**src/hdl/vnorm_pkg.sv**
```systemverilog
// vnorm_pkg: shared types for the 3-D vector normalizer.
// Used by vnorm_front, vnorm_cell and vector3_normalizer_top; no dependencies.
`default_nettype none
package vnorm_pkg;

    typedef struct packed {
        logic       vld;
        logic       zero;
        logic [2:0] neg;
    } vn_ctrl_t;

endpackage
`default_nettype wire

```
**src/hdl/vnorm_front.sv**
```systemverilog
// vnorm_front: magnitudes, squares, sum of squares and scaled numerators.
// Three register stages; depends on vnorm_pkg.
`default_nettype none
module vnorm_front #(
    parameter int W  = 16,
    parameter int F  = 14,
    parameter int PW = 64
) (
    input  wire logic                  aclk,
    input  wire logic                  aresetn,
    input  wire logic                  en,
    input  wire logic                  in_vld,
    input  wire logic [2:0][W-1:0]     in_comp,
    output vnorm_pkg::vn_ctrl_t        ctrl_out,
    output logic [2*W-1:0]             sum_out,
    output logic [2:0][PW-1:0]         num_out
);
    import vnorm_pkg::*;

    vn_ctrl_t              a_ctrl_reg, b_ctrl_reg, c_ctrl_reg;
    logic [2:0][W-1:0]     mag_reg;
    logic [2:0][2*W-1:0]   sq_reg;
    logic [2*W-1:0]        sum_reg;
    logic [2:0][PW-1:0]    num_reg;
    logic [2*W-1:0]        sum_next;

    assign sum_next = sq_reg[0] + sq_reg[1] + sq_reg[2];

    always_ff @(posedge aclk) begin
        if (!aresetn) begin
            a_ctrl_reg <= '0;
            b_ctrl_reg <= '0;
            c_ctrl_reg <= '0;
        end else if (en) begin
            a_ctrl_reg.vld  <= in_vld;
            a_ctrl_reg.zero <= 1'b0;
            for (int i = 0; i < 3; i++) begin
                a_ctrl_reg.neg[i] <= in_comp[i][W-1];
            end
            b_ctrl_reg <= a_ctrl_reg;
            c_ctrl_reg <= '{vld: b_ctrl_reg.vld, zero: (sum_next == '0),
                            neg: b_ctrl_reg.neg};
        end
    end

    always_ff @(posedge aclk) begin
        if (en) begin
            for (int i = 0; i < 3; i++) begin
                mag_reg[i] <= in_comp[i][W-1] ? (~in_comp[i] + 1'b1) : in_comp[i];
                sq_reg[i]  <= mag_reg[i] * mag_reg[i];
                num_reg[i] <= PW'(sq_reg[i]) << (2 * F);
            end
            sum_reg <= sum_next;
        end
    end

    assign ctrl_out = c_ctrl_reg;
    assign sum_out  = sum_reg;
    assign num_out  = num_reg;

endmodule
`default_nettype wire

```
**config.mk**
```make
export PLATFORM = sky130hd
export DESIGN_NAME = vnorm_front
export DESIGN_NICKNAME = d
export VERILOG_FILES = /design/src/hdl/vnorm_pkg.sv /design/src/hdl/vnorm_front.sv
export SDC_FILE = /design/constraint.sdc
export NUM_CORES = 2
export LEC_CHECK = 0
export BUFFER_PORTS_ARGS = -buffer_cell sky130_fd_sc_hd__buf_2
export CORE_UTILIZATION = 50
export CTS_CLUSTER_DIAMETER = 60
export DETAILED_ROUTE_END_ITERATION = 10
export PLACE_DENSITY = 0.8
export SLEW_MARGIN = 20
export SYNTH_ARGS = -nofsm -noshare
export SYNTH_HDL_FRONTEND = slang
export SYNTH_SLANG_ARGS = --single-unit
```
**constraint.sdc**
```tcl
create_clock -name aclk -period 8.3 [get_ports aclk]
set_clock_uncertainty 0.15 [all_clocks]
set_input_delay 0.415 -clock aclk [delete_from_list [all_inputs] [get_ports aclk]]
set_output_delay 0.415 -clock aclk [all_outputs]
set_load 0.03 [all_outputs]
```
# Word level (Yosys, flattened, before mapping)

Cells that the tools add are included.

Div/mod/pow operators: 0
Bitwise logic cells: 3
Shift operators: 0
Equal/unequal tests: 0
Mux-type cells: 3
$add $sub $neg: 5
Reduce and logical (&&, ||, !) cells: 1
Magnitude comparators: 0
Multiply operators: 3

Operator list:

| cell                                                             | count |
|---|---|
| 16-bit by 16-bit multiplier with 32-bit output                   | 3 |
| 32-bit adder                                                     | 2 |
| 16-bit by 1-bit adder with 16-bit output (second input constant) | 3 |
| 16-bit NOT                                                       | 3 |
| 15-bit 2-to-1 mux                                                | 3 |
| 32-bit logical NOT                                               | 1 |

Memory bits (read-only): 0
Input port bits: 52
Memories kept: 0
Register bits after elaboration: 285
Memory bits (writable): 0
Bits in latches: 0
Output and inout bits: 229

# Depth between registers and ports, before layout

Word-level depth: 3
Gate-level depth with buffers: 26
Mapped depth without buffers: 25

# Worst setup path after synthesis

No wires, ideal clock.

Path kind: register -> register
Start: reg mag_reg[20] (netlist bit)
End: reg sq_reg[63] (netlist bit), data pin
Data required time: 7.894 ns
Arrival: 6.674 ns
Slack: 1.220 ns
Cell stages (with the launch flop): 24
Library setup time: 0.256 ns
Period minus slack after synthesis: 7.080 ns
Cell sequence: edfxtp_1 -> clkbuf_1 -> clkbuf_1 -> nand2_1 -> fa_1 -> fa_1 -> inv_1 -> fa_1 -> inv_1 -> fa_1 -> fa_1 -> fa_1 -> inv_1 -> ha_1 -> or4_1 -> o21ai_1 -> o21bai_2 -> o31ai_2 -> o31ai_4 -> a2111oi_1 -> a311o_1 -> or4_1 -> a2111o_1 -> o211a_1

Longest elaborated chain between the ends: 1

RTL lines:

| what                                           | line              | RTL |
|---|---|---|
| from (decl)                                    | vnorm_front.sv:21 | `logic [2:0][W-1:0] mag_reg;` |
| from (signal, indexed assignment)              | vnorm_front.sv:49 | `mag_reg[i] <= in_comp[i][W-1] ? (~in_comp[i] + 1'b1) : in_comp[i];` |
| 16-bit by 16-bit multiplier with 32-bit output | vnorm_front.sv:50 | `sq_reg[i] <= mag_reg[i] * mag_reg[i];` |
| to (signal, indexed assignment)                | vnorm_front.sv:50 |  |
| to (decl)                                      | vnorm_front.sv:22 | `logic [2:0][2*W-1:0] sq_reg;` |

Every way passes these cells.
A chain may end at the register's enable or synchronous reset.

# Worst setup path after layout

Start: reg mag_reg[1] (netlist bit)
End: reg sq_reg[30] (netlist bit), data pin

The elaborated chain is that of the path after synthesis.

==> qor.csv <==
stage,metric,value,unit
outcome,status,"finished, final reports clean",
yosys,Synth warnings,0,
route,"antenna viol nets, final",0,
yosys,asr flop ratio synth,0,%
critical_path,Crit Path Category,flop to flop,
critical_path,Reg2Reg Setup Slack,710,ps
clock_network,clock slew at reported path FFs,60,ps
sta,Slew @ Worst Pin,1060,ps
sta,setup TNS,0,ps
sta,max_slew headroom,28.6,%
yosys,post-synth cell types,74,
finish,fin area,36500,um^2
place,hpwl dp,60.6,mm
route,met3 WL,5.77,mm
sta,Final Max Tran Viols,0,
finish,"most common cell after layout, fill and taps aside",inv_1,
finish,Fill cells,5544,
finish,"non-filler cells, final",4305,
route,highest metal used,met4,
finish,fraction of layout cells with a size suffix above 1,8.25,%
critical_path,"critical path fanouts, max",19,
clock_network,Clock Path Buffers,3,
grt,number of global-route vias before repair,23100,
clock_network,total CTS buffers,37,
clock_network,clock latency on the worst-skew pair,560,ps
finish,Area growth syn-to-layout,8.27,%
route,WL/cell,17.0,um
finish,most frequent cells in the layout,"760 x inv_1, 520 x fa_1, 329 x ha_1, 279 x nand2_1, 266 x edfxtp_1",
yosys,gate count of the mapped netlist,3243,
worst_hold_path,Hold Path Sink,mag_reg[37],
yosys,register area share after synthesis,24.5,%
route,WL met2,34.9,mm
grt,Tot GR Track Use,22.1,%
finish,Nets,4314,
clock_network,CTS tree,done,
route,DRC,0,
yosys,Synth Flop Type,edfxtp_1,
worst_hold_path,Hold WC Path Type,input pin to flop,
sta,f_max,0.132,GHz
sta,PnR worst setup slack,709,ps
floorplanning,die area,68500,um^2
clock_network,CTS root buffer,clkbuf_16,
sta,post-layout min period,7590,ps
route,First-pass DRT Iterations,5,
route,final wirelength,73.1,mm
worst_hold_path,HP Start,in_comp[37],
critical_path,worst path required time,8430,ps
floorplanning,Die X,262,um
route,Metal-1 WL,28.9,mm
critical_path,CP max stage delay,720,ps
yosys,post-synth design cell area,33700,um^2
floorplanning,initial core utilization,50.9,%
critical_path,Worst EP arrival,7720,ps
sta,final worst-path cycle share,91.5,%
grt,final global-route overflow total,0,
run,max-capacitance violation count,0,
place,dpl ws,779,ps
yosys,Seq cells post-synth,279,
critical_path,Worst setup EP type,flop,
floorplanning,Die Ht,262,um
route,starting DRC count in detailed routing,1944,
critical_path,crit path cell chain,and2_1 > fa_1 > inv_1 > fa_1 > inv_1 > fa_1 > inv_1 > fa_1 > inv_1 > fa_1 > inv_1 > fa_1 > inv_1 > ha_1 > a21o_1 > a21oi_1 > nor2_1 > a41oi_1 > o2111ai_1 > a41oi_1 > nor3_1 > a2111oi_0 > a21oi_1 > xor2_1,
sta,"Setup violations, final",0,
grt,largest net degree at the start of global routing,168,
grt,first-pass GRT wire length,118,mm
clock_network,Post-CTS Setup Bufs,0,
critical_path,RR Startpoint,mag_reg[1],
finish,antenna cells,0,
clock_network,CTS Sinks,279,
worst_hold_path,Hold Crit Depth,2,
yosys,number of flops mapped to enable cells by yosys,266,
place,PortBufs,181,
place,gpl congestion,0.951,
floorplanning,Core ar.,66200,um^2
grt,initial antenna violation count,3,
critical_path,Setup crit start,mag_reg[1],
critical_path,Crit-path slowest cell,a2111oi_0,
critical_path,RR Endpoint,sq_reg[30],
sta,RSZ-0062 raised after global routing,false,
floorplanning,I/O pins,281,
clock_network,H-tree levels,2,
route,DR vias/cell,5.24,
route,vias,22500,
place,DP Cell Count,4234,
yosys,synthesized area per cell,10.4,um^2
place,Post-DP Area,35200,um^2
sta,Fin. Hold Viols,0,
floorplanning,FP Rows,94,
critical_path,CP startpoint kind,flop,
critical_path,worst reg2reg path depth,24,
cell type report:
cell class | count | area, um^2 | share of cell area, %
multi-input combinational | 2139 | 22000 | 60.3
sequential | 279 | 8250 | 22.6
inverter | 760 | 2850 | 7.81
tap | 864 | 1080 | 2.96
timing repair buffer | 196 | 1050 | 2.88
clock buffer | 42 | 966 | 2.65
clock inverter | 25 | 305 | 0.836
synthesized netlist by cell type, types with 14 or more instances:
library cell	n	area share, %
a21o_1	41	0.91
a21oi_1	87	1.3
and2_1	116	2.2
and3_1	15	0.28
buf_4	99	2.2
clkbuf_1	65	0.72
edfxtp_1	266	24
fa_1	520	31
ha_1	329	12
inv_1	760	8.5
nand2_1	279	3.1
nand2b_1	20	0.37
nand3_1	19	0.28
nor2_1	101	1.1
nor2b_1	29	0.54
nor3_1	29	0.43
o21a_1	20	0.45
o21ai_0	48	0.71
o21bai_1	17	0.38
o31ai_1	17	0.38
or2_2	14	0.26
or3_1	17	0.32
xnor2_1	131	3.4
xor2_1	39	1.0
stage by stage:
stage | utilization (%) | hold WS (ps)
floorplan | - | 297
global placement | 53.2 | 288
detailed placement | 53.2 | 302
CTS | 55.1 | 3.06
global route | 55.1 | 16.8
finish | 55.1 | 20.3
worst max-delay path, delay by kind of cell, from the launching register on:
family,cells,cell delay [ps]
adder cells (fa/ha/maj),7,3330
XOR/XNOR,1,190
AND/OR/NAND/NOR,3,480
buffers and inverters,6,300
AO/OA/AOI/OAI,7,2220
flip-flops,1,650
routing by layer:
metal  up-vias  track usage (%)
met4         0             10.0
met5         -                0
met1     11200             28.4
li1      10400                -
met3       164             3.79
met2       866             36.6
repair_timing:
item	4_1_cts	5_1_grt
hold endpoints to repair	4	0
hold buffers	4	0
resized for setup	0	0
worst max-delay path by stage:
stage	endpoint	slack, ps	depth (start not counted)
3_3_place_gp	sq_reg[30]	930	24
2_1_floorplan	sq_reg[63]	1220	23
6_report	sq_reg[30]	710	24
4_1_cts	sq_reg[30]	770	24
5_1_grt	sq_reg[30]	320	23
3_5_place_dp	sq_reg[30]	780	24
cell families (layout without fill, tap and decap cells):
logic type / count (synthesis) / after routing / share of synthesized area, %
flops: 279 / 279 / 24.5
buf+inv: 926 / 1023 / 11.4
simple gates: 675 / 675 / 9.62
mux: 17 / 17 / 0.523
other cells: 1 / 102 / 0.0111
fa+ha+maj: 849 / 849 / 43.1
compound gates: 326 / 326 / 6.50
xor+xnor: 170 / 170 / 4.41
Power is left out: the tool's default activity adds up to more than one toggle a clock period on the data nets, which glitch-free logic cannot reach.
