===== config.mk =====
export PLATFORM = sky130hd
export DESIGN_NAME = vnorm_cell
export DESIGN_NICKNAME = d
export VERILOG_FILES = /design/src/hdl/vnorm_pkg.sv /design/src/hdl/vnorm_cell.sv
export SDC_FILE = /design/constraint.sdc
export NUM_CORES = 2
export LEC_CHECK = 0
export BUFFER_PORTS_ARGS = -buffer_cell sky130_fd_sc_hd__buf_4
export CORE_AREA = 2 2 513 515
export CTS_CLUSTER_DIAMETER = 120
export DETAILED_ROUTE_END_ITERATION = 12
export DIE_AREA = 0 0 515 517
export PLACE_DENSITY_LB_ADDON = 0.2
export SYNTH_ARGS = -nofsm -noshare
export SYNTH_HDL_FRONTEND = slang
export SYNTH_SLANG_ARGS = --single-unit

===== constraint.sdc =====
create_clock -name aclk -period 5.94 [get_ports aclk]
set_input_delay 0.297 -clock aclk [delete_from_list [all_inputs] [get_ports aclk]]
set_output_delay 0.297 -clock aclk [all_outputs]
set_load 0.005 [all_outputs]

===== src/hdl/vnorm_pkg.sv =====
// vnorm_pkg: shared types for the 3-D vector normalizer.
// Used by vnorm_front, vnorm_cell and vector3_normalizer_top; no dependencies.
`default_nettype none
package vnorm_pkg;

    typedef struct packed {
        logic       vld;
        logic       zero;
        logic [2:0] neg;
    } vn_ctrl_t;

endpackage
`default_nettype wire


===== src/hdl/vnorm_cell.sv =====
// vnorm_cell: decides one quotient bit of all three components.
// Keeps q*q*S and q*S incrementally, so only shifts, adds and compares. Uses vnorm_pkg.
`default_nettype none
module vnorm_cell #(
    parameter int W   = 16,
    parameter int F   = 14,
    parameter int PW  = 64,
    parameter int BIT = 0
) (
    input  wire logic                  aclk,
    input  wire logic                  aresetn,
    input  wire logic                  en,
    input  wire vnorm_pkg::vn_ctrl_t   ctrl_in,
    input  wire logic [2*W-1:0]        sum_in,
    input  wire logic [2:0][PW-1:0]    num_in,
    input  wire logic [2:0][PW-1:0]    p_in,
    input  wire logic [2:0][PW-1:0]    r_in,
    input  wire logic [2:0][F:0]       q_in,
    output vnorm_pkg::vn_ctrl_t        ctrl_out,
    output logic [2*W-1:0]             sum_out,
    output logic [2:0][PW-1:0]         num_out,
    output logic [2:0][PW-1:0]         p_out,
    output logic [2:0][PW-1:0]         r_out,
    output logic [2:0][F:0]            q_out
);
    import vnorm_pkg::*;

    vn_ctrl_t             ctrl_reg;
    logic [2*W-1:0]       sum_reg;
    logic [2:0][PW-1:0]   num_reg, p_reg, r_reg;
    logic [2:0][F:0]      q_reg;
    logic [2:0][PW-1:0]   cand_p;
    logic [2:0]           take;

    // (q + 2^b)^2 S = qqS + 2^(b+1) qS + 2^(2b) S
    always_comb begin
        for (int i = 0; i < 3; i++) begin
            cand_p[i] = p_in[i] + (r_in[i] << (BIT + 1)) + (PW'(sum_in) << (2 * BIT));
            take[i]   = (cand_p[i] <= num_in[i]);
        end
    end

    always_ff @(posedge aclk) begin
        if (!aresetn) begin
            ctrl_reg <= '0;
        end else if (en) begin
            ctrl_reg <= ctrl_in;
        end
    end

    always_ff @(posedge aclk) begin
        if (en) begin
            sum_reg <= sum_in;
            num_reg <= num_in;
            for (int i = 0; i < 3; i++) begin
                if (take[i]) begin
                    p_reg[i] <= cand_p[i];
                    r_reg[i] <= r_in[i] + (PW'(sum_in) << BIT);
                    q_reg[i] <= q_in[i] | ((F+1)'(1) << BIT);
                end else begin
                    p_reg[i] <= p_in[i];
                    r_reg[i] <= r_in[i];
                    q_reg[i] <= q_in[i];
                end
            end
        end
    end

    assign ctrl_out = ctrl_reg;
    assign sum_out  = sum_reg;
    assign num_out  = num_reg;
    assign p_out    = p_reg;
    assign r_out    = r_reg;
    assign q_out    = q_reg;

endmodule
`default_nettype wire


After elaboration in Yosys (flattened, before gate mapping). Index checks and enable logic that the tools add are counted. Widths: inputs -> output; s select.

Register bits: 658. Bits of input ports: 661. Word-level logic and storage cells: 37.

$add $sub $neg: 9. Order comparisons: 3. Muxes and demuxes: 6.

Operators with widths (count): $add 64x32->64 (6); $mux 64 (6); $add 64x64->64 (3); $le 64x64->1 (3).

Depth between registers and ports, before layout.
Depth in word-level cells: 4. Depth in mapped cells: 28. Gate-level depth less buffers: 26.

Worst setup path after synthesis. No wires, ideal clock.

Path kind: input-to-reg. Start point: input sum_in[1]. End point: register r_reg, in the netlist r_out[7] (data pin). Library setup time: 274 ps. Arrival: 5869 ps. Setup slack: -203 ps. Cell stages on the path: 26. Cells stage by stage: fa_1 ha_1 inv_1 fa_1 nor2b_1 o21ai_1 o221ai_1 a41oi_1 o31ai_1 a21oi_1 o2111a_1 or4_1 nand2_1 xor2_1 ha_1 a21o_1 a21o_1 a21oi_1 o21ai_0 a21oi_1 nor3_1 o31ai_1 clkbuf_1 clkbuf_1 clkbuf_1 a31oi_1.

Cells in the longest elaborated chain, start to end: 3. Elaborated cells on any way between the ends: 4. Classes of those cells: 2 x add/sub; 1 x order compare; 1 x mux.

Ends and longest elaborated chain: from (decl) (line vnorm_cell.sv:14) `input wire logic [2*W-1:0] sum_in,`; $add 64x32->64 (line vnorm_cell.sv:38) `cand_p[i] = p_in[i] + (r_in[i] << (BIT + 1)) + (PW'(sum_in) << (2 * BIT));`; $le 64x64->1 (line vnorm_cell.sv:39) `take[i] = (cand_p[i] <= num_in[i]);`; $mux 64 (*) (line vnorm_cell.sv:56) `if (take[i]) begin`; to (signal, indexed assignment) (line vnorm_cell.sv:58) `r_reg[i] <= r_in[i] + (PW'(sum_in) << BIT);`; to (signal, indexed assignment) (line vnorm_cell.sv:62) `r_reg[i] <= r_in[i];`; to (decl) (line vnorm_cell.sv:30) `logic [2:0][PW-1:0] num_reg, p_reg, r_reg;`.

Mark *: on every way between the ends. The rest lies on a longest branch, timed or not. A chain may end at the register's enable or synchronous reset.

Final worst setup path.
Start point: input sum_in[3]. End point: register r_reg, in the netlist r_out[57] (data pin).

Same word-level chain as after synthesis.

==> flow_results.org <==
** Outcome
- The run finished with clean final reports.

** Route
- Count of nets left with antenna violations after detail routing :: 0
- Total vias in the final route :: ~48000
- For this run, design rule violations remaining after detail routing come to 0.
- In this run, the number of DRC markers left after iteration 0 of detailed routing was 2791.
- WL final :: 281.0 mm
- The first TritonRoute pass finished after 5 iterations.
- Average detailed-routed wire length per instance :: around 26 um
- Via density per instance :: 4.409

** Critical path
- Among the stages of the critical path, the cell type that occurs most often is buf_4.
- R2r endpoint :: ctrl_out[1]$_SDFFE_PN0P_
- STA classifies the critical path endpoint as a register.
- Critical-path cell with the highest stage delay :: or4_4
- Setup slack on the worst reg-to-reg path comes out at 4.78 ns.
- The setup path with the least slack is of type input port to register.
- R2R Path Start :: ctrl_out[1]$_SDFFE_PN0P_
- At the worst endpoint, the required time is 6.45 ns.
- Worst endpoint data arrival time :: around 6.3 ns
- Largest fanout of any net on the critical path :: 6
- Nature of the critical path startpoint :: input port
- Critical Path Max Stage Delay :: approximately 0.55 ns
- Counting cells, the worst reg-to-reg path comes to 3.

** Global routing
- Via count of the first global-routing pass :: 49680
- Entering global routing, the biggest net connects 136 pins.
- Antenna violations before repair :: 52
- Global-route congestion overflow total :: 0
- First-pass GRT wire length :: 382.2 mm
- Global Route Usage Sum :: slightly above 20%

** Synthesis
- Of the total synthesized cell area, the portion taken by full adders, half adders and majority gates is 18.80%.
- The synthesized netlist devotes 6.593% of its cell area to XOR and XNOR gates.
- Multiplexer cells account for under 10% of the synthesized area.
- Yosys mapped a number of flops with a built-in enable equal to 653.
- Share of synthesized area occupied by flip-flops and latches :: roughly two fifths
- Seq cells post-synth :: 658
- Post-synth design cell area :: approximately 48000 um^2
- In this run, distinct cell masters in the synthesized netlist total 88.
- Synth async-reset ratio :: 0%
- Area share of and/or/nand/nor cells after synthesis :: ~11%
- Dividing the synthesized area by the synthesized cell count gives 10.57 um^2.
- The cell count after synthesis came out at 4586.
- By area, the combinational part of the netlist is dominated by adder cells.
- Post-synthesis compound-gate area fraction :: between 10% and 20%
- Synthesis produced a netlist with a net count of between 5000 and 6000.
- Main synth FF type :: edfxtp_1
- Yosys Warn Count :: 0

** Cells and area
- Most common cell after layout, fill and taps aside :: buf_4
- Most frequent cells in the layout :: buf_4 (2124), edfxtp_1 (653), dlygate4sd3_1 (622), ha_1 (553), nand2_1 (373)
- The post-route netlist has between 30% and 40% of its cells at a drive strength greater than 1.
- Cells fill 30.72% of the core in the end.
- With fillers left out, the area of the finished cells amounts to between 80000 and 90000 um^2.
- Net count reported at finish :: 8680
- Compared with the post-synthesis result, the final layout area differs by 65.44%.

** CTS
- Maximum clock insertion buffer count :: 3
- Sinks on Clock Net :: 658
- H-Tree Depth :: 3
- After clock tree synthesis, the clock-pin slew on the worst setup and hold paths is 0.06 ns.
- In this run, CTS created clock tree buffers numbering 96.
- Master cell of the clock root buffer :: clkbuf_16
- TritonCTS built the clock tree.
- The later pin in the worst-skew pair is clocked with a latency of 0.75 ns.

** STA
- Fin Hold WS :: between 0.05 and 0.06 ns
- In this run the tightest slew margin relative to its limit is 4.982%.
- Slew @ Worst Pin :: 1.425 ns
- The worst path needs ~5.8 ns of the cycle, external delays included.
- In the finished design, the share of the clock period the worst path needs comes to between 90% and 100%.
- Worst Skew :: 0 ns
- Fin. Hold Viols :: 0
- Sum Neg Setup Slack :: 0 ns
- The final max-slew violation count is 0.
- Timing would allow up to 173.0 MHz.
- Setup violations remaining at the end of the flow were counted as 0.

** Floorplanning
- Measured along the y axis, the die boundary spans approximately 520 um.
- In this run the core area contains 188 standard-cell rows.
- Horizontal die dimension :: around 520 um
- Placeable core region :: 261100 um^2
- The die covers about 270000 um^2.
- For this design the top-level I/O count stands at 1319.
- Initial core utilization :: 18.57%

** Pwr
- Power density normalized to cell area :: 301.9 nW/um^2
- Across the VDD grid, the largest voltage drop is approximately 0.27 mV.
- The share of total power dissipated in the clock network is between 20% and 30%.
- Summed over all cells, the static leakage comes to 36.35 nW.
- Summed over all nets, the switching power comes to 0.008866 W.
- Logic pwr share :: 47.4%
- Cell internal power was estimated by the tool at 0.01536 W.
- Registers are responsible for a little over a quarter of the overall power.
- Post-layout total power :: 0.02422 W
- In this run switching power makes up 36.60% of total power.

** Min path
- Worst-case hold path end point :: p_out[0]$_DFFE_PP_
- The path class of the tightest hold or removal check is input port to register.
- The startpoint identified for the worst hold timing path is p_in[0].
- Hold-critical path depth :: 3

** Placed design
- Routability-driven placement finished with a final weighted congestion of between 0.9 and 1.
- Dpl cell area :: 68810 um^2
- DP HPWL :: roughly 230 mm
- Port buffering added approximately 1300 buffers.

** Run
- Number of max-cap violations :: 0
==> per-layer routing <==
layer | vias up | global-route usage, % | wire length, um
met4 | 30 | 5.387 | 7445
li1 | 22550 | - | -
met1 | 23540 | 24.43 | 116600
met5 | - | 0 | 188
met2 | 1484 | 35.66 | 137800
met3 | 274 | 4.955 | 19010
==> cell type report <==
class                   count  area, um^2
diodes                     15       37.54
clock buffers             109        2472
clock inverters            61       773.2
fillers                 27400      180900
inverters                 302        1134
multi-input cells        3478       28440
flip-flops and latches    658       19710
well taps                3420        4279
repair buffers           2814       23380
==> cell usage after synthesis, drive strengths merged, types with 40 or more instances <==
cell type	count	area [um^2]
o21ai	219	1111
nand4	130	813.3
edfxtp	653	19610
mux2	159	1790
clkbuf	131	491.7
a21o	273	2049
xnor2	216	1892
nand2	377	1420
and3	60	375.4
nand3	85	425.4
xor2	143	1260
nor3	49	256.5
a21oi	378	1896
ha	570	7132
o21bai	53	397.9
inv	302	1134
fa	99	1982
a31oi	40	265.3
nor2	223	839.6
==> worst max path at each step <==
stage	startpoint	end	slack, ns	cells after the start
finish	sum_in[3]	r_out[57]$_DFFE_PP_	0.16	31
global route	r_in[64]	r_out[117]$_DFFE_PP_	-0.06	31
CTS	p_in[162]	r_out[164]$_DFFE_PP_	0.0008	28
detailed placement	sum_in[3]	r_out[63]$_DFFE_PP_	-2.45	27
global placement	sum_in[3]	r_out[63]$_DFFE_PP_	-2.30	27
floorplan	sum_in[1]	r_out[125]$_DFFE_PP_	-0.06	28
==> power groups by stage <==
stage               sequential (W)  combinational (W)  clock, W
CTS                        0.00657             0.0112   0.00638
detailed placement         0.00664             0.0107         0
floorplan                  0.00659            0.00459         0
finish                     0.00656             0.0115   0.00618
global route               0.00663             0.0125   0.00652
global placement           0.00666             0.0107         0
==> worst max-delay path: cells and delay by family <==
family / cells / cell delay [ns]
compound gates: 6 / 1.10
xor+xnor: 2 / 0.46
fa+ha+maj: 3 / 1.08
buf+inv: 10 / 1.55
simple gates: 10 / 1.77
==> state kept, by name, summed over array words and instances (netlist names) <==
name	count
q_out	45
num_out	192
r_out	192
sum_out	32
ctrl_out	5
p_out	192
==> per-stage QoR <==
stage	setup WS (ns)	cells
after global placement	-2.300	10010
after global routing	-0.05884	10850
after detailed placement	-2.453	10010
final	0.1603	10860
after CTS	0.0008500	10810
after floorplan	-0.06313	4586
==> timing repair <==
action | 4_1_cts | 5_1_grt
gates cloned | 1 | 6
gates resized for setup | 80 | 214
endpoints found under the hold margin | 620 | 2
setup endpoints to repair | 337 | 322
pin swaps | 21 | 123
hold buffers | 620 | 2
buffers inserted | 14 | 24
==> logic make-up after synthesis <==
logic type	after synthesis
buf+inv	450
flops	658
mux	166
xor+xnor	361
compound gates	1171
fa+ha+maj	669
simple gates	1111
Note: power is estimated with default switching activity, not from simulation.
